===== src/rtl/core/rrt_pkg.sv =====
// ----------------------------------------------------------------------------
// rrt_pkg
// Shared types, constants and helpers of the reflection ray tracer.
// ----------------------------------------------------------------------------
package rrt_pkg;

  localparam int QW               = 48;  // Q24.24 word
  localparam int FRAC             = 24;  // fraction bits
  localparam int AW_OP            = 50;  // multiplier A operand width
  localparam int MAX_SURFACES_DEF = 16;

  localparam logic signed [QW-1:0] QMAX = {1'b0, {(QW-1){1'b1}}};
  localparam logic signed [QW-1:0] QMIN = {1'b1, {(QW-1){1'b0}}};

  // Segment status codes
  localparam logic [2:0] ST_REFLECT = 3'd0;
  localparam logic [2:0] ST_DEST    = 3'd1;
  localparam logic [2:0] ST_BLOCKED = 3'd2;
  localparam logic [2:0] ST_NOHIT   = 3'd3;
  localparam logic [2:0] ST_LIMIT   = 3'd4;

  // Configuration register indexes
  localparam logic [1:0] CFG_COUNT  = 2'd0;
  localparam logic [1:0] CFG_MAXREF = 2'd1;
  localparam logic [1:0] CFG_REACH  = 2'd2;

  // Reflector word selects
  localparam logic [2:0] WS_CENTER = 3'd0;
  localparam logic [2:0] WS_NORMAL = 3'd1;
  localparam logic [2:0] WS_LAXIS  = 3'd2;
  localparam logic [2:0] WS_WAXIS  = 3'd3;
  localparam logic [2:0] WS_SIZES  = 3'd4;

  localparam logic [4:0]  COUNT_RST  = 5'd1;
  localparam logic [3:0]  MAXREF_RST = 4'd3;
  localparam logic [3:0]  MAXREF_CAP = 4'd14;
  localparam logic [46:0] REACH_RST  = 47'd1677721600000;

  typedef logic signed [QW-1:0]    q_t;
  typedef logic signed [AW_OP-1:0] opa_t;

  typedef struct packed {
    logic start;
    logic dot;       // three terms when set, one term otherwise
  } mac_req_t;

  typedef struct packed {
    logic done;
    q_t   res;
  } mac_rsp_t;

  typedef struct packed {
    logic          start;
    logic [QW-1:0] num_mag;
    logic [QW-1:0] den_mag;
  } div_req_t;

  typedef struct packed {
    logic        done;
    logic [QW:0] quot;
  } div_rsp_t;

  function automatic opa_t sx_op(input q_t v);
    return {{(AW_OP-QW){v[QW-1]}}, v};
  endfunction

  // Saturate an operand-width value to a Q24.24 word.
  function automatic q_t sat_q(input opa_t v);
    if (v[AW_OP-1:QW-1] == '0 || v[AW_OP-1:QW-1] == '1) begin
      return v[QW-1:0];
    end
    return v[AW_OP-1] ? QMIN : QMAX;
  endfunction

  function automatic logic [QW-1:0] mag_q(input q_t v);
    return v[QW-1] ? (~v + 1'b1) : v;
  endfunction

endpackage


===== src/rtl/core/rrt_div.sv =====
// ----------------------------------------------------------------------------
// rrt_div
// Restoring divider for (num * 2^24) / den on magnitudes, one quotient bit
// per cycle, quotient clamped at 2^48.
// ----------------------------------------------------------------------------
module rrt_div import rrt_pkg::*; (
  input  logic     clk,
  input  logic     rst_n,
  input  div_req_t req,
  output div_rsp_t rsp
);

  localparam int DVW = QW + FRAC;
  localparam int CNW = $clog2(DVW);

  logic [DVW-1:0] dvd_r;
  logic [QW-1:0]  den_r, rem_r;
  logic [QW:0]    q_r;
  logic [CNW-1:0] cnt_r;
  logic           busy_r, fin_r;

  logic [QW:0]    rem_s, rem_d;
  logic [QW+1:0]  q_s, q_cap;
  logic           ge;

  always_comb begin
    rem_s = {rem_r, dvd_r[DVW-1]};
    ge    = rem_s >= {1'b0, den_r};
    rem_d = ge ? rem_s - {1'b0, den_r} : rem_s;
    q_s   = {q_r, ge};
    q_cap = (QW+2)'(1) << QW;
    if (q_s > q_cap) begin
      q_s = q_cap;
    end
  end

  always_ff @(posedge clk) begin
    if (!rst_n) begin
      busy_r <= 1'b0;
      fin_r  <= 1'b0;
    end else begin
      fin_r <= busy_r && (cnt_r == '0);
      if (req.start) begin
        busy_r <= 1'b1;
      end else if (busy_r && (cnt_r == '0)) begin
        busy_r <= 1'b0;
      end
    end
  end

  always_ff @(posedge clk) begin
    if (req.start) begin
      dvd_r <= {req.num_mag, {FRAC{1'b0}}};
      den_r <= req.den_mag;
      rem_r <= '0;
      q_r   <= '0;
      cnt_r <= CNW'(DVW-1);
    end else if (busy_r) begin
      dvd_r <= dvd_r << 1;
      rem_r <= rem_d[QW-1:0];
      q_r   <= q_s[QW:0];
      cnt_r <= cnt_r - 1'b1;
    end
  end

  assign rsp.done = fin_r;
  assign rsp.quot = q_r;

endmodule


===== config.mk =====
export PLATFORM = sky130hd
export DESIGN_NAME = rrt_div
export DESIGN_NICKNAME = d
export VERILOG_FILES = /design/src/rtl/core/rrt_pkg.sv /design/src/rtl/core/rrt_div.sv
export SDC_FILE = /design/constraint.sdc
export NUM_CORES = 1
export LEC_CHECK = 0
export BUFFER_PORTS_ARGS = -buffer_cell sky130_fd_sc_hd__buf_2
export CORE_MARGIN = 2
export CORE_UTILIZATION = 40
export DETAILED_ROUTE_END_ITERATION = 10
export GPL_TIMING_DRIVEN = 1
export PLACE_DENSITY = 0.59
export SLEW_MARGIN = 5
export SYNTH_ARGS = -nofsm -noshare
export SYNTH_HDL_FRONTEND = slang
export SYNTH_SLANG_ARGS = --single-unit

===== constraint.sdc =====
create_clock -name clk -period 3.3 [get_ports clk]
set_clock_uncertainty 0.15 [all_clocks]
set_input_delay 0.165 -clock clk [delete_from_list [all_inputs] [get_ports clk]]
set_output_delay 0.165 -clock clk [all_outputs]
set_load 0.05 [all_outputs]

# After elaboration in Yosys (flattened, before gate mapping)
# Index checks and enable logic that the tools add are counted.
# Widths: inputs -> output; s select.
dict set report classes {
  n_bitwise 0
  n_addsub 2
  muxes 6
  n_mul 0
  reduce_logical 4
  n_eq_ne 0
  n_lt_le_gt_ge 2
  shifts 0
  n_div 0
}
# op n
set op_table {}
lappend op_table {{$mux 72} 2}
lappend op_table {{$gt 50x49->1 const B} 1}
lappend op_table {{$ge 49x48->1} 1}
lappend op_table {{$mux 49} 1}
lappend op_table {{$mux 48} 1}
lappend op_table {{$sub 48x48->48} 1}
lappend op_table {{$logic_not 7->1} 1}
lappend op_table {{$sub 7x1->7 const B} 1}
lappend op_table {{$reduce_bool 2->1} 2}
lappend op_table {{$mux 1} 2}
lappend op_table {{$logic_and 1x1->1} 1}
dict set report totals {
  latch_bits 0
  ramBits 0
  register_bits 202
  rom_bits 0
  out_inout_bits 50
  inputBits 99
  mem_count 0
  elab_cells 21
}

# Depth between registers and ports, before layout
# Gate-level depths: netlist of run 1.
dict set report depth {
  ltp_word 4
  depth_mapped 14
  depth_no_buf 12
}

# Worst setup path before layout of run 1
# OpenSTA, ideal clock, no wires.
dict set report synth_timing {
  path_type {reg-to-reg}
  from {reg dvd_r[71]}
  to {reg rem_r[34]}
  slack_ps 499
  setup_ps 120
  synth_period_minus_slack_ps 2801
  arrival_ps 2531
  path_buffers 0
  required_time_ps 3030
  path_stages_with_launch 13
  cell_sequence {edfxtp_1 > inv_1 > ha_1 > fa_1 > nand2b_1 > a21o_1 > a31o_2 > o211ai_1 > nand2_1 > o21bai_1 > a21oi_1 > and3_1 > o31a_1}
}
dict set report synth_via {
  elab_chain_cells 2
  word_cells_on_any_way 3
  classes_between {add/sub: 1; order compare: 1; mux: 1}
}
# element line_no
set synth_rtl {}
lappend synth_rtl {{start, declared} rrt_div.sv:16} ;# logic [DVW-1:0] dvd_r;
lappend synth_rtl {{start signal, assigned} rrt_div.sv:53} ;# dvd_r <= {req.num_mag, {FRAC{1'b0}}};
lappend synth_rtl {{start signal, assigned} rrt_div.sv:59} ;# dvd_r <= dvd_r << 1;
lappend synth_rtl {{$sub 48x48->48 / $ge 49x48->1 (equally long branches)} {rrt_div.sv:29, rrt_div.sv:28}}
lappend synth_rtl {{$mux 48 (*)} rrt_div.sv:29} ;# rem_d = ge ? rem_s - {1'b0, den_r} : rem_s;
lappend synth_rtl {{end signal, assigned} rrt_div.sv:60} ;# rem_r <= rem_d[QW-1:0];
lappend synth_rtl {{end, declared} rrt_div.sv:17} ;# logic [QW-1:0] den_r, rem_r;
# Mark *: on every way between the ends. The rest lies on a longest branch, timed or not.
# A chain may end at the register's enable or synchronous reset.

# Worst setup path in the final report of run 1
dict set report layout_timing {
  from {reg den_r[18]}
  to {reg rem_r[43]}
}
dict set report layout_via {
  elab_chain_cells 2
  word_cells_on_any_way 3
  classes_between {add/sub: 1; order compare: 1; mux: 1}
}
# element line_no
set layout_rtl {}
lappend layout_rtl {{start, declared} rrt_div.sv:17}
lappend layout_rtl {{start signal, assigned} rrt_div.sv:54} ;# den_r <= req.den_mag;
lappend layout_rtl {{$sub 48x48->48 / $ge 49x48->1 (equally long branches)} {rrt_div.sv:29, rrt_div.sv:28}}
lappend layout_rtl {{$mux 48 (*)} rrt_div.sv:29}
# Marked as above.

==> key figures, run 1 <==
Floorplanning
  – Starting Density: between 40% and 50%
  – Die width: 167 um
  – Site row count: 59
  – Die area: 27800 um^2
  – Die height: 167 um
  – Core Region: around 26000 um^2
  – I/O Pins: ~150

Synth
  – YS warnings: 0
  – Share of async-settable or async-resettable flops after synthesis: 0%
  – Post-synth cell types: 67
  – Compound-gate portion of the synthesized area: approximately a fifth
  – Post-synth EDFFs: 96
  – Syn avg cell area: 10.1 um^2
  – Register area share after synthesis: 47.2%
  – Synthesized netlist net count: 1200
  – Register bit total from synthesis: 202
  – Count leader, synth: nand2_1
  – Cell Area, Synth: about 11000 um^2
  – Most used DFF post-synth: dfxtp_1
  – Synth cell count leaders: 123 x nand2_1, 106 x dfxtp_1, 96 x edfxtp_1
  – Synth area leaders: edfxtp_1 27%, dfxtp_1 20%, ha_1 5.8%
  – Post-Synth Simple-Gate Area: between 10% and 20%
  – Post-Synth Adder-Cell Area: between 5 and 6%
  – Cells after synthesis: 1051
  – Post-Synth XOR/XNOR Area: 3.80%
  – Synth top area share: a little over a quarter
  – Synth area leader: edfxtp_1
  – Multiplexer area fraction after synthesis: between 5 and 6%
  – Main combinational cell family by area after synthesis: compound AO/OA/AOI/OAI gates

Placement
  – PortBufs: 148
  – GPL Wtd Cong: 0.899
  – Post-Place Cells: 1526
  – HPWL Detailed: approximately 19000 um

Setup path
  – Slowest cell on the critical path: ha_1
  – Worst-path maximum fanout: 7
  – Worst path max stage delay: 0.43 ns
  – Arrival @ worst endpoint: ~3.4 ns
  – Crit. Startpoint: den_r[18]
  – Setup CP Type: reg2reg
  – CP Launch Type: register
  – Worst r2r src: den_r[18]
  – Crit. End Element: register
  – CP cell instances: inv_1 > ha_1 > nand4_1 > or3_1 > nor4_4 > a211o_2 > a41oi_4 > buf_4 > or3_1 > o211ai_1 > a211oi_1
  – Worst path buffer plus inverter count: 2
  – Worst r2r path cells: 11
  – WP depth: 11
  – CP required: 3.54 ns
  – CP top delay family: simple AND/OR/NAND/NOR gates
  – Reg2reg setup slack: 0.18 ns
  – FF-to-FF End: rem_r[43]
  – Most frequent CP cell: or3_1

Global routing
  – Grt ovf: 0
  – Pin count of the biggest net entering global routing: 64
  – First-pass GRT wire length: roughly 45000 um
  – Antenna violations before repair: 0
  – Vias in the first global route: 8746
  – GRT Util Overall: about a fifth

Power
  – Worst IR Drop VDD: around 0.45 mV
  – Leakage: 5.77 nW
  – Power Density: 480 nW/um^2
  – Power Total: 6.61 mW

STA
  – Setup-failing EPs final: 0
  – Worst-margin pin slew: 0.667 ns
  – Fmax: 320 MHz
  – Rel. slew slack: 55.5%
  – Final Hold Viols: 0
  – Slew Viols, Final: 0
  – Final Cycle Share: 94.7%
  – Post-layout min period: 3.12 ns

Flow run
  – Max-cap violation count: 0

Clock network
  – CTS tree: built
  – Clk buf depth: 3
  – Sink Count: just over 200
  – Reg clk slew, reported paths: 0.06 ns
  – H-tree Lvls: 1
  – Worst skew pair latency: 0.52 ns
  – Root Driver: clkbuf_16
  – Cts bufs inserted: 24

Final layout
  – Antenna cells: 0
  – Fin nets: 1468
  – Fill count: 2350
  – Share of cells above drive strength 1: between 20% and 30%
  – Post-route insts no fill: ~1700
  – Layout area overhead: 29.8%

Drt
  – DR vias: 8869
  – # DRC: 0
  – Detail Route Antenna Nets: 0
  – DRT iter0 DRCs: 554
  – Avg WL per Cell: ~16 um
  – DR pass1 iterations: 6
  – Vias per cell: 5.31
  – Total detailed-routing wirelength: 27300 um

Min path
  – Min-Delay Path Depth: 2
  – Worst hold path endpoint: den_r[21]
  – Hold_sp: req[21]
  – HP Class: in2reg

Outcome
  – Status: completed
==> power breakdown <==
group          internal (mW)  switching (mW)  total (mW)
Combinational          0.549           0.657        1.21
Sequential              2.80          0.0707        2.87
Clock                   1.52            1.02        2.54
Total                   4.86            1.75        6.61
==> per-stage QoR <==
| stage | util [%] | hold WS (ns) | setup TNS [ns] | instance area [um^2] | setup slack (ns) |
|---|---|---|---|---|---|
| floorplan | - | 0.114 | 0 | 10600 | 0.499 |
| global placement | 45.8 | 0.191 | -0.00232 | 11900 | -0.00161 |
| detailed placement | 45.8 | 0.193 | 0 | 11900 | 0.0277 |
| CTS | 52.5 | 0.170 | 0 | 13700 | 0.0168 |
| global route | 52.8 | 0.183 | -0.294 | 13800 | -0.0369 |
| finish | 52.8 | 0.200 | 0 | 13800 | 0.176 |
==> what timing repair did <==
item | CTS | global route
hold buffers | 99 | 0
gates resized for setup | 0 | 10
hold endpoints to repair | 118 | 0
setup endpoints to repair | 0 | 91
buffers inserted | 0 | 2
==> how the worst max path moves through the flow <==
| stage | end | slack (ns) |
|---|---|---|
| after CTS | rem_r[34] | 0.02 |
| after detailed placement | rem_r[32] | 0.03 |
| after global placement | rem_r[32] | -0.002 |
| final | rem_r[43] | 0.18 |
| after floorplan | rem_r[34] | 0.50 |
| after global routing | rem_r[23] | -0.04 |
==> per-layer routing <==
layer	routed length, um	GRT usage, %
met5	0	0
met4	694	5.40
met3	1370	2.47
met2	12200	30.3
met1	13100	27.6
==> cell usage in the layout (no fill, tap or decap), types with 48 or more instances in the layout <==
master	count
dlygate4sd3_1	99
edfxtp_1	96
a22o_1	50
a21oi_1	58
nor2_1	71
buf_2	147
nand2_1	123
ha_1	48
buf_4	49
dfxtp_1	105
inv_1	64
==> sequential cells by signal, indices dropped and copies added, names as in the netlist <==
signal and flops:
q_r 49, den_r 48, rem_r 48, fin_r 1
cnt_r 7, busy_r 1, dvd_r 48
==> worst reg2reg max path, cell delays in order, from the launching register on <==
cell,delay [ns]
edfxtp_1,0.32
inv_1,0.04
ha_1,0.43
nand4_1,0.21
or3_1,0.42
nor4_4,0.26
a211o_2,0.24
a41oi_4,0.16
buf_4,0.22
or3_1,0.35
o211ai_1,0.10
a211oi_1,0.09
==> cell families (layout without fill, tap and decap cells) <==
| logic type | Yosys count | in the layout |
|---|---|---|
| simple gates | 298 | 298 |
| compound gates | 281 | 281 |
| buf+inv | 125 | 409 |
| fa+ha+maj | 50 | 50 |
| mux | 49 | 49 |
| xor+xnor | 46 | 46 |
| flops | 202 | 202 |
==> area by class of cell <==
type | instances | area (um^2) | share of cell area, %
multi-input combinational | 724 | 5120 | 37.2
inverter | 65 | 244 | 1.77
clock buffer | 34 | 648 | 4.71
tap | 335 | 419 | 3.04
clock inverter | 8 | 98.8 | 0.718
sequential | 202 | 5010 | 36.4
timing repair buffer | 302 | 2230 | 16.2
Note: power is estimated with default switching activity, not from simulation.
==> run 2, diff against run 1 <==
--- a/config.mk
+++ b/config.mk
@@ -8,6 +8,7 @@
 export BUFFER_PORTS_ARGS = -buffer_cell sky130_fd_sc_hd__buf_2
 export CORE_MARGIN = 2
 export CORE_UTILIZATION = 40
+export CTS_CLUSTER_DIAMETER = 30
 export DETAILED_ROUTE_END_ITERATION = 10
 export GPL_TIMING_DRIVEN = 1
 export PLACE_DENSITY = 0.59
==> constraint.sdc (replaced) <==
create_clock -name clk -period 3.7 [get_ports clk]
set_clock_uncertainty 0.15 [all_clocks]
set_input_delay 0.185 -clock clk [delete_from_list [all_inputs] [get_ports clk]]
set_output_delay 0.185 -clock clk [all_outputs]
set_load 0.05 [all_outputs]
==> key figures, run 2 (synthesis results as in run 1) <==
Outcome
  – Status: completed

Final layout
  – Fin nets: 1456 (-0.82%)
  – Final core occ: 55.3% (+2.5 points)
  – Post-route insts no fill: 1683 (+0.78%)
  – Commonest non-fill, non-tap cell in the layout: buf_2
  – Layout area overhead: 35.9%
  – Fill count: 2335 (-0.64%)
  – Biggest register: q_r
  – Share of cells above drive strength 1: 24.7% (+0.58 points)
  – Antenna cells: 0 (unchanged)
  – Most frequent cells in the layout: 147 x buf_2, 123 x nand2_1, 105 x dfxtp_1
  – Largest register FFs: 49 (unchanged)

Clock network
  – Reg clk slew, reported paths: 0.05 ns (about the same)
  – Postcts setup bufs: 0 (unchanged)
  – Root Driver: clkbuf_16
  – Worst skew pair latency: 0.55 ns (+0.03 ns)
  – CTS tree: built
  – Sink Count: 202 (unchanged)
  – Clk buf depth: 3 (unchanged)
  – H-tree Lvls: 2 (+1)
  – Cts bufs inserted: 50 (+110%)

Setup path
  – Arrival @ worst endpoint: 3.73 ns (+0.37 ns)
  – Worst-path maximum fanout: 32 (+25)
  – CP cell instances: inv_1 > ha_1 > a21oi_2 > o21ai_1 > a2111oi_2 > o22ai_1 > a211o_2 > a41oi_4 > buf_12 > nor3_1 > o31a_1
  – Setup CP Type: reg2reg
  – Worst path buffer plus inverter count: 2 (unchanged)
  – Worst path max stage delay: 0.53 ns (+0.10 ns)
  – CP Launch Type: register
  – Worst r2r path cells: 11 (unchanged)
  – CP required: 3.96 ns (+0.42 ns)
  – Reg2reg setup slack: 0.23 ns (+0.05 ns)
  – WP depth: 11 (unchanged)
  – Slowest cell on the critical path: a2111oi_2
  – CP top delay family: compound AO/OA/AOI/OAI gates
  – Crit. End Element: register

Drt
  – # DRC: 0 (unchanged)
  – Total detailed-routing wirelength: 27600 um (+0.98%)
  – DR vias: 8863 (-0.068%)
  – DR pass1 iterations: 5 (-1)
  – Vias per cell: 5.27 (-0.84%)
  – DRT iter0 DRCs: 700 (+26%)
  – Detail Route Antenna Nets: 0 (unchanged)
  – Avg WL per Cell: 16.4 um (+0.20%)

STA
  – Fmax: 288 MHz (-10%)
  – RSZ-0062 raised after global routing: no
  – Setup-failing EPs final: 0 (unchanged)
  – Worst-margin pin slew: 1.01 ns (+0.344 ns)
  – Worst Setup Slack, final: 0.226 ns (+0.0497 ns)
  – Slew Viols, Final: 0 (unchanged)
  – Final Cycle Share: 93.9% (-0.77 points)
  – Final Hold Viols: 0 (unchanged)
  – Post-layout min period: 3.47 ns (+0.350 ns)
  – Rel. slew slack: 32.5% (-23 points)
  – TNS Setup: 0 ns (unchanged)

Placement
  – Worst slack at placement: 0.164 ns (+0.136 ns)
  – PortBufs: 148 (unchanged)
  – HPWL Detailed: 18300 um (-1.9%)
  – GPL Wtd Cong: 0.894 (-0.52%)
  – Post-Place Cells: 1492 (-2.2%)

Floorplanning
  – Site row count: 59 (unchanged)
  – Core Region: 26100 um^2 (unchanged)
  – Die height: 167 um (unchanged)
  – Die width: 167 um (unchanged)
  – I/O Pins: 149 (unchanged)
  – Die area: 27800 um^2 (unchanged)
  – Starting Density: 40.7% (unchanged)

Power
  – Worst IR Drop VDD: 0.506 mV (+11%)
  – Leakage: 6.05 nW (+4.9%)
  – Power Density: 559 nW/um^2 (+16%)
  – Power Total: 8.06 mW (+22%)

Global routing
  – GRT Util Overall: 19.5% (+0.35 points)
  – Vias in the first global route: 8717 (-0.33%)
  – Antenna violations before repair: 0 (unchanged)
  – First-pass GRT wire length: 44900 um (+0.26%)
  – Grt ovf: 0 (unchanged)
  – Pin count of the biggest net entering global routing: 61 (-4.7%)

Min path
  – Min-Delay Path Depth: 2 (unchanged)
  – HP Class: in2reg

Flow run
  – Max-cap violation count: 0 (unchanged)
[run 2: cell count changes in the layout (fill, tap and decap cells not counted), sizes merged]
cell,delta
clkinv,+13
dlygate4sd3,-1
inv,+6
buf,-36
bufinv,+5
clkbuf,+23
clkinvlp,+3
[run 2: cell type report]
cell class                 count  area (um^2)  share of cell area, %
clock buffer                  58         1310                   9.10
tap                          335          419                   2.91
multi-input combinational    724         5070                   35.2
timing repair buffer         264         1900                   13.2
inverter                      65          244                   1.69
sequential                   202         5010                   34.7
clock inverter                35          462                   3.20
[run 2: metal layers]
layer  wire length, um  global-route usage, %  share of wire, %  vias to the layer above
met1             13400                   27.4                48                     4187
met2             12400                   30.7                45                      243
met5                 0                      0                 0                        -
met3              1360                   3.59               4.9                       34
met4               468                   5.92               1.7                        0
li1                  -                      -                 -                     4399
[run 2: what timing repair did]
| item | 4_1_cts | 5_1_grt |
|---|---|---|
| hold buffers | 98 | 0 |
| endpoints found under the hold margin | 108 | 0 |
| endpoints found under the setup margin | 0 | 83 |
| gates resized for setup | 0 | 1 |
[run 2: worst paths after layout]
| path | from | to |
|---|---|---|
| worst max register to register | den_r[28] | rem_r[34] |
| worst min register to register | cnt_r[6] | fin_r |
| worst max-delay path | den_r[28] | rem_r[34] |
| worst min-delay path | req[38] | den_r[38] |
[run 2: report_power, final]
group          switching, mW  internal (mW)  total, mW
clock                   1.43           3.06       4.48
sequential            0.0589           2.50       2.56
combinational          0.572          0.441       1.01
total                   2.06           6.00       8.06
[run 2: through the flow]
step / area (um^2) / hold slack, ns
3_5_place_dp: 11700 / 0.213
3_3_place_gp: 11700 / 0.212
5_1_grt: 14400 / 0.184
6_report: 14400 / 0.191
4_1_cts: 14400 / 0.160
2_1_floorplan: 10600 / 0.134
==> run 3, diff against run 2 <==
--- a/config.mk
+++ b/config.mk
@@ -5,13 +5,14 @@
 export SDC_FILE = /design/constraint.sdc
 export NUM_CORES = 1
 export LEC_CHECK = 0
+export ABC_AREA = 1
 export BUFFER_PORTS_ARGS = -buffer_cell sky130_fd_sc_hd__buf_2
 export CORE_MARGIN = 2
 export CORE_UTILIZATION = 40
 export CTS_CLUSTER_DIAMETER = 30
 export DETAILED_ROUTE_END_ITERATION = 10
 export GPL_TIMING_DRIVEN = 1
-export PLACE_DENSITY = 0.59
+export PLACE_DENSITY = 0.58
 export SLEW_MARGIN = 5
 export SYNTH_ARGS = -nofsm -noshare
 export SYNTH_HDL_FRONTEND = slang
==> key figures, run 3 <==
Outcome
  – Status: completed

Clock network
  – Root Driver: clkbuf_16
  – CTS tree: built
  – Sink Count: 202 (unchanged)
  – Post-CTS sizing: 0 (unchanged)
  – H-tree Lvls: 2 (unchanged)
  – Clk buf depth: 3 (unchanged)
  – Worst skew pair latency: 0.57 ns (+0.02 ns)
  – Cts bufs inserted: 50 (unchanged)
  – Reg clk slew, reported paths: 0.05 ns (about the same)

Final layout
  – Fin nets: 2332 (+60%)
  – Most frequent cells in the layout: 876 x nand2_1, 313 x inv_1, 147 x buf_2
  – Commonest non-fill, non-tap cell in the layout: nand2_1
  – Layout area overhead: 30.1%
  – Share of cells above drive strength 1: 13.0% (-12 points)
  – Biggest register: q_r
  – Largest register FFs: 49 (unchanged)
  – Fill count: 3157 (+35%)
  – Antenna cells: 0 (unchanged)

Global routing
  – Met3 usage: 4.07% (+0.48 points)
  – Gr busiest metal: met2
  – Grt ovf: 0 (unchanged)
  – GRT Util Overall: 23.3% (+3.8 points)
  – Pin count of the biggest net entering global routing: 72 (+18%)
  – Met1 Resource Use GR: 30.1% (+2.7 points)
  – First-pass GRT wire length: 62500 um (+39%)
  – Antenna violations before repair: 0 (unchanged)
  – Vias in the first global route: 12350 (+42%)
  – Met2 Usage GRT: 39.3% (+8.6 points)

Power
  – Gate power share: 7.4% (-5.2 points)
  – Leakage: 8.70 nW (+44%)
  – Switching Fraction: 22.5% (-3.0 points)
  – Power Total: 7.58 mW (-5.9%)
  – Internal cell power: 5.87 mW (-2.1%)
  – Power Density: 459 nW/um^2 (-18%)
  – Switching Power: 1.71 mW (-17%)
  – Flop pwr share: 33.0% (+1.2 points)
  – Worst IR Drop VDD: 0.450 mV (-11%)
  – Part of the power in the clock network: 59.6% (+4.0 points)

Placement
  – GPL Wtd Cong: 0.978 (+9.4%)
  – HPWL Detailed: 27500 um (+51%)
  – Worst slack at placement: 0.814 ns (+0.650 ns)
  – PortBufs: 148 (unchanged)

Synth
  – Synth cell count leaders: 876 x nand2_1, 313 x inv_1, 141 x nor2_1
  – Synth area leaders: nand2_1 26%, edfxtp_1 23%, dfxtp_1 17%
  – Share of async-settable or async-resettable flops after synthesis: 0% (unchanged)
  – Cells after synthesis: 1925 (+83%)
  – Synth top area share: 25.9% (-1.3 points)
  – Cell Area, Synth: 12700 um^2 (+20%)
  – Count leader, synth: nand2_1
  – YS warnings: 0 (unchanged)
  – Synthesized netlist net count: 2074 (+73%)
  – Post-synth cell types: 44 (-34%)
  – Register area share after synthesis: 39.4% (-7.8 points)
  – Register bit total from synthesis: 202 (unchanged)
  – Post-synth EDFFs: 96 (unchanged)
  – Syn avg cell area: 6.59 um^2 (-35%)
  – Most used DFF post-synth: dfxtp_1
  – Synth area leader: nand2_1

STA
  – Worst Setup Slack, final: 0.801 ns (+0.575 ns)
  – Worst-margin pin slew: 0.807 ns (-0.204 ns)
  – Final Cycle Share: 78.4% (-16 points)
  – Post-layout min period: 2.90 ns (-0.575 ns)
  – Fmax: 345 MHz (+20%)
  – Setup-failing EPs final: 0 (unchanged)
  – Final Hold Viols: 0 (unchanged)
  – Rel. slew slack: 46.2% (+14 points)
  – RSZ-0062 raised after global routing: no
  – Slew Viols, Final: 0 (unchanged)
  – TNS Setup: 0 ns (unchanged)

Setup path
  – CP cell instances: ha_1 > fa_1 > inv_1 > nand3_1 > nand3_1 > nand2_1 > nand2_1 > nand2_1 > nand2_1 > nand2_1 > nand3_1 > nand2_1 > nand2_1 > nand2_1 > nand2_1 > nand2_1
  – Slowest cell on the critical path: fa_1
  – Most frequent CP cell: nand2_1
  – CP required: 3.97 ns (about the same)
  – Worst path max stage delay: 0.47 ns (-0.06 ns)
  – Worst-path maximum fanout: 4 (-88%)
  – CP top delay family: simple AND/OR/NAND/NOR gates
  – Worst path buffer plus inverter count: 1 (-1)
  – Setup CP Type: reg2reg
  – Crit. End Element: register
  – CP Launch Type: register
  – Arrival @ worst endpoint: 3.17 ns (-0.56 ns)

Flow run
  – Max-cap violation count: 0 (unchanged)

Drt
  – DRT iter0 DRCs: 774 (+11%)
  – DR pass1 iterations: 5 (unchanged)
  – # DRC: 0 (unchanged)
  – Total detailed-routing wirelength: 38200 um (+39%)
  – DR vias: 12393 (+40%)
  – Vias per cell: 4.72 (-10%)
  – Avg WL per Cell: 14.6 um (-11%)
  – Detail Route Antenna Nets: 0 (unchanged)

Floorplanning
  – Starting Density: 40.4% (-0.27 points)
  – Core Region: 31400 um^2 (+20%)
  – I/O Pins: 149 (unchanged)
  – Site row count: 65 (+10%)
  – Die area: 33200 um^2 (+19%)
  – Die height: 182 um (+9.2%)
  – Die width: 182 um (+9.2%)

Min path
  – HP Class: in2reg
-- run 3: what timing repair did --
| item | in CTS | in global routing |
|---|---|---|
| hold buffers | 97 | 0 |
| hold endpoints to repair | 98 | 0 |
| buffers inserted | 0 | 0 |
-- run 3: cell type report --
cell class | instances | area, um^2 | area share (%)
multi-input combinational | 1342 | 6160 | 37.3
tap | 402 | 503 | 3.05
timing repair buffer | 260 | 1850 | 11.2
sequential | 202 | 5000 | 30.3
clock inverter | 32 | 460 | 2.79
clock buffer | 60 | 1300 | 7.87
inverter | 327 | 1230 | 7.43
-- run 3: logic make-up after synthesis --
family	synth area share, %
and+or+nand+nor	38.9
buffers and inverters	12.1
DFF	39.4
AOI/OAI and AO/OA	3.23
adders and majority gates	4.99
xor gates and xnor gates	1.31
-- run 3: worst paths after layout --
path,startpoint,endpoint,slack (ns),depth (start not counted)
worst min register to register,cnt_r[6],cnt_r[6],0.30,2
worst min-delay path,req[96],cnt_r[5],0.04,2
worst max register to register,den_r[0],rem_r[22],0.80,16
worst max-delay path,den_r[0],rem_r[22],0.80,16
-- run 3: metal layers --
layer | vias up | part of all wire [%]
li1 | 6446 | -
met1 | 5557 | 46
met2 | 322 | 46
met3 | 68 | 5.2
met4 | 0 | 2.9
met5 | - | 0
-- run 3: power by group through the flow --
stage                     Combinational (mW)  Sequential (mW)  Clock, mW
after detailed placement               0.477             2.54          0
after global routing                   0.631             2.51       4.72
after global placement                 0.475             2.53          0
after CTS                              0.558             2.50       4.61
final                                  0.559             2.50       4.52
after floorplan                        0.309             2.53          0
-- run 3: through the flow --
step	util (%)	hold slack, ns	std cells	area (um^2)
after floorplan	-	0.134	1925	12700
after global placement	43.9	0.213	2436	13800
after detailed placement	43.9	0.213	2436	13800
after CTS	52.6	0.0289	2625	16500
after global routing	52.6	0.0556	2625	16500
final	52.6	0.0388	2625	16500
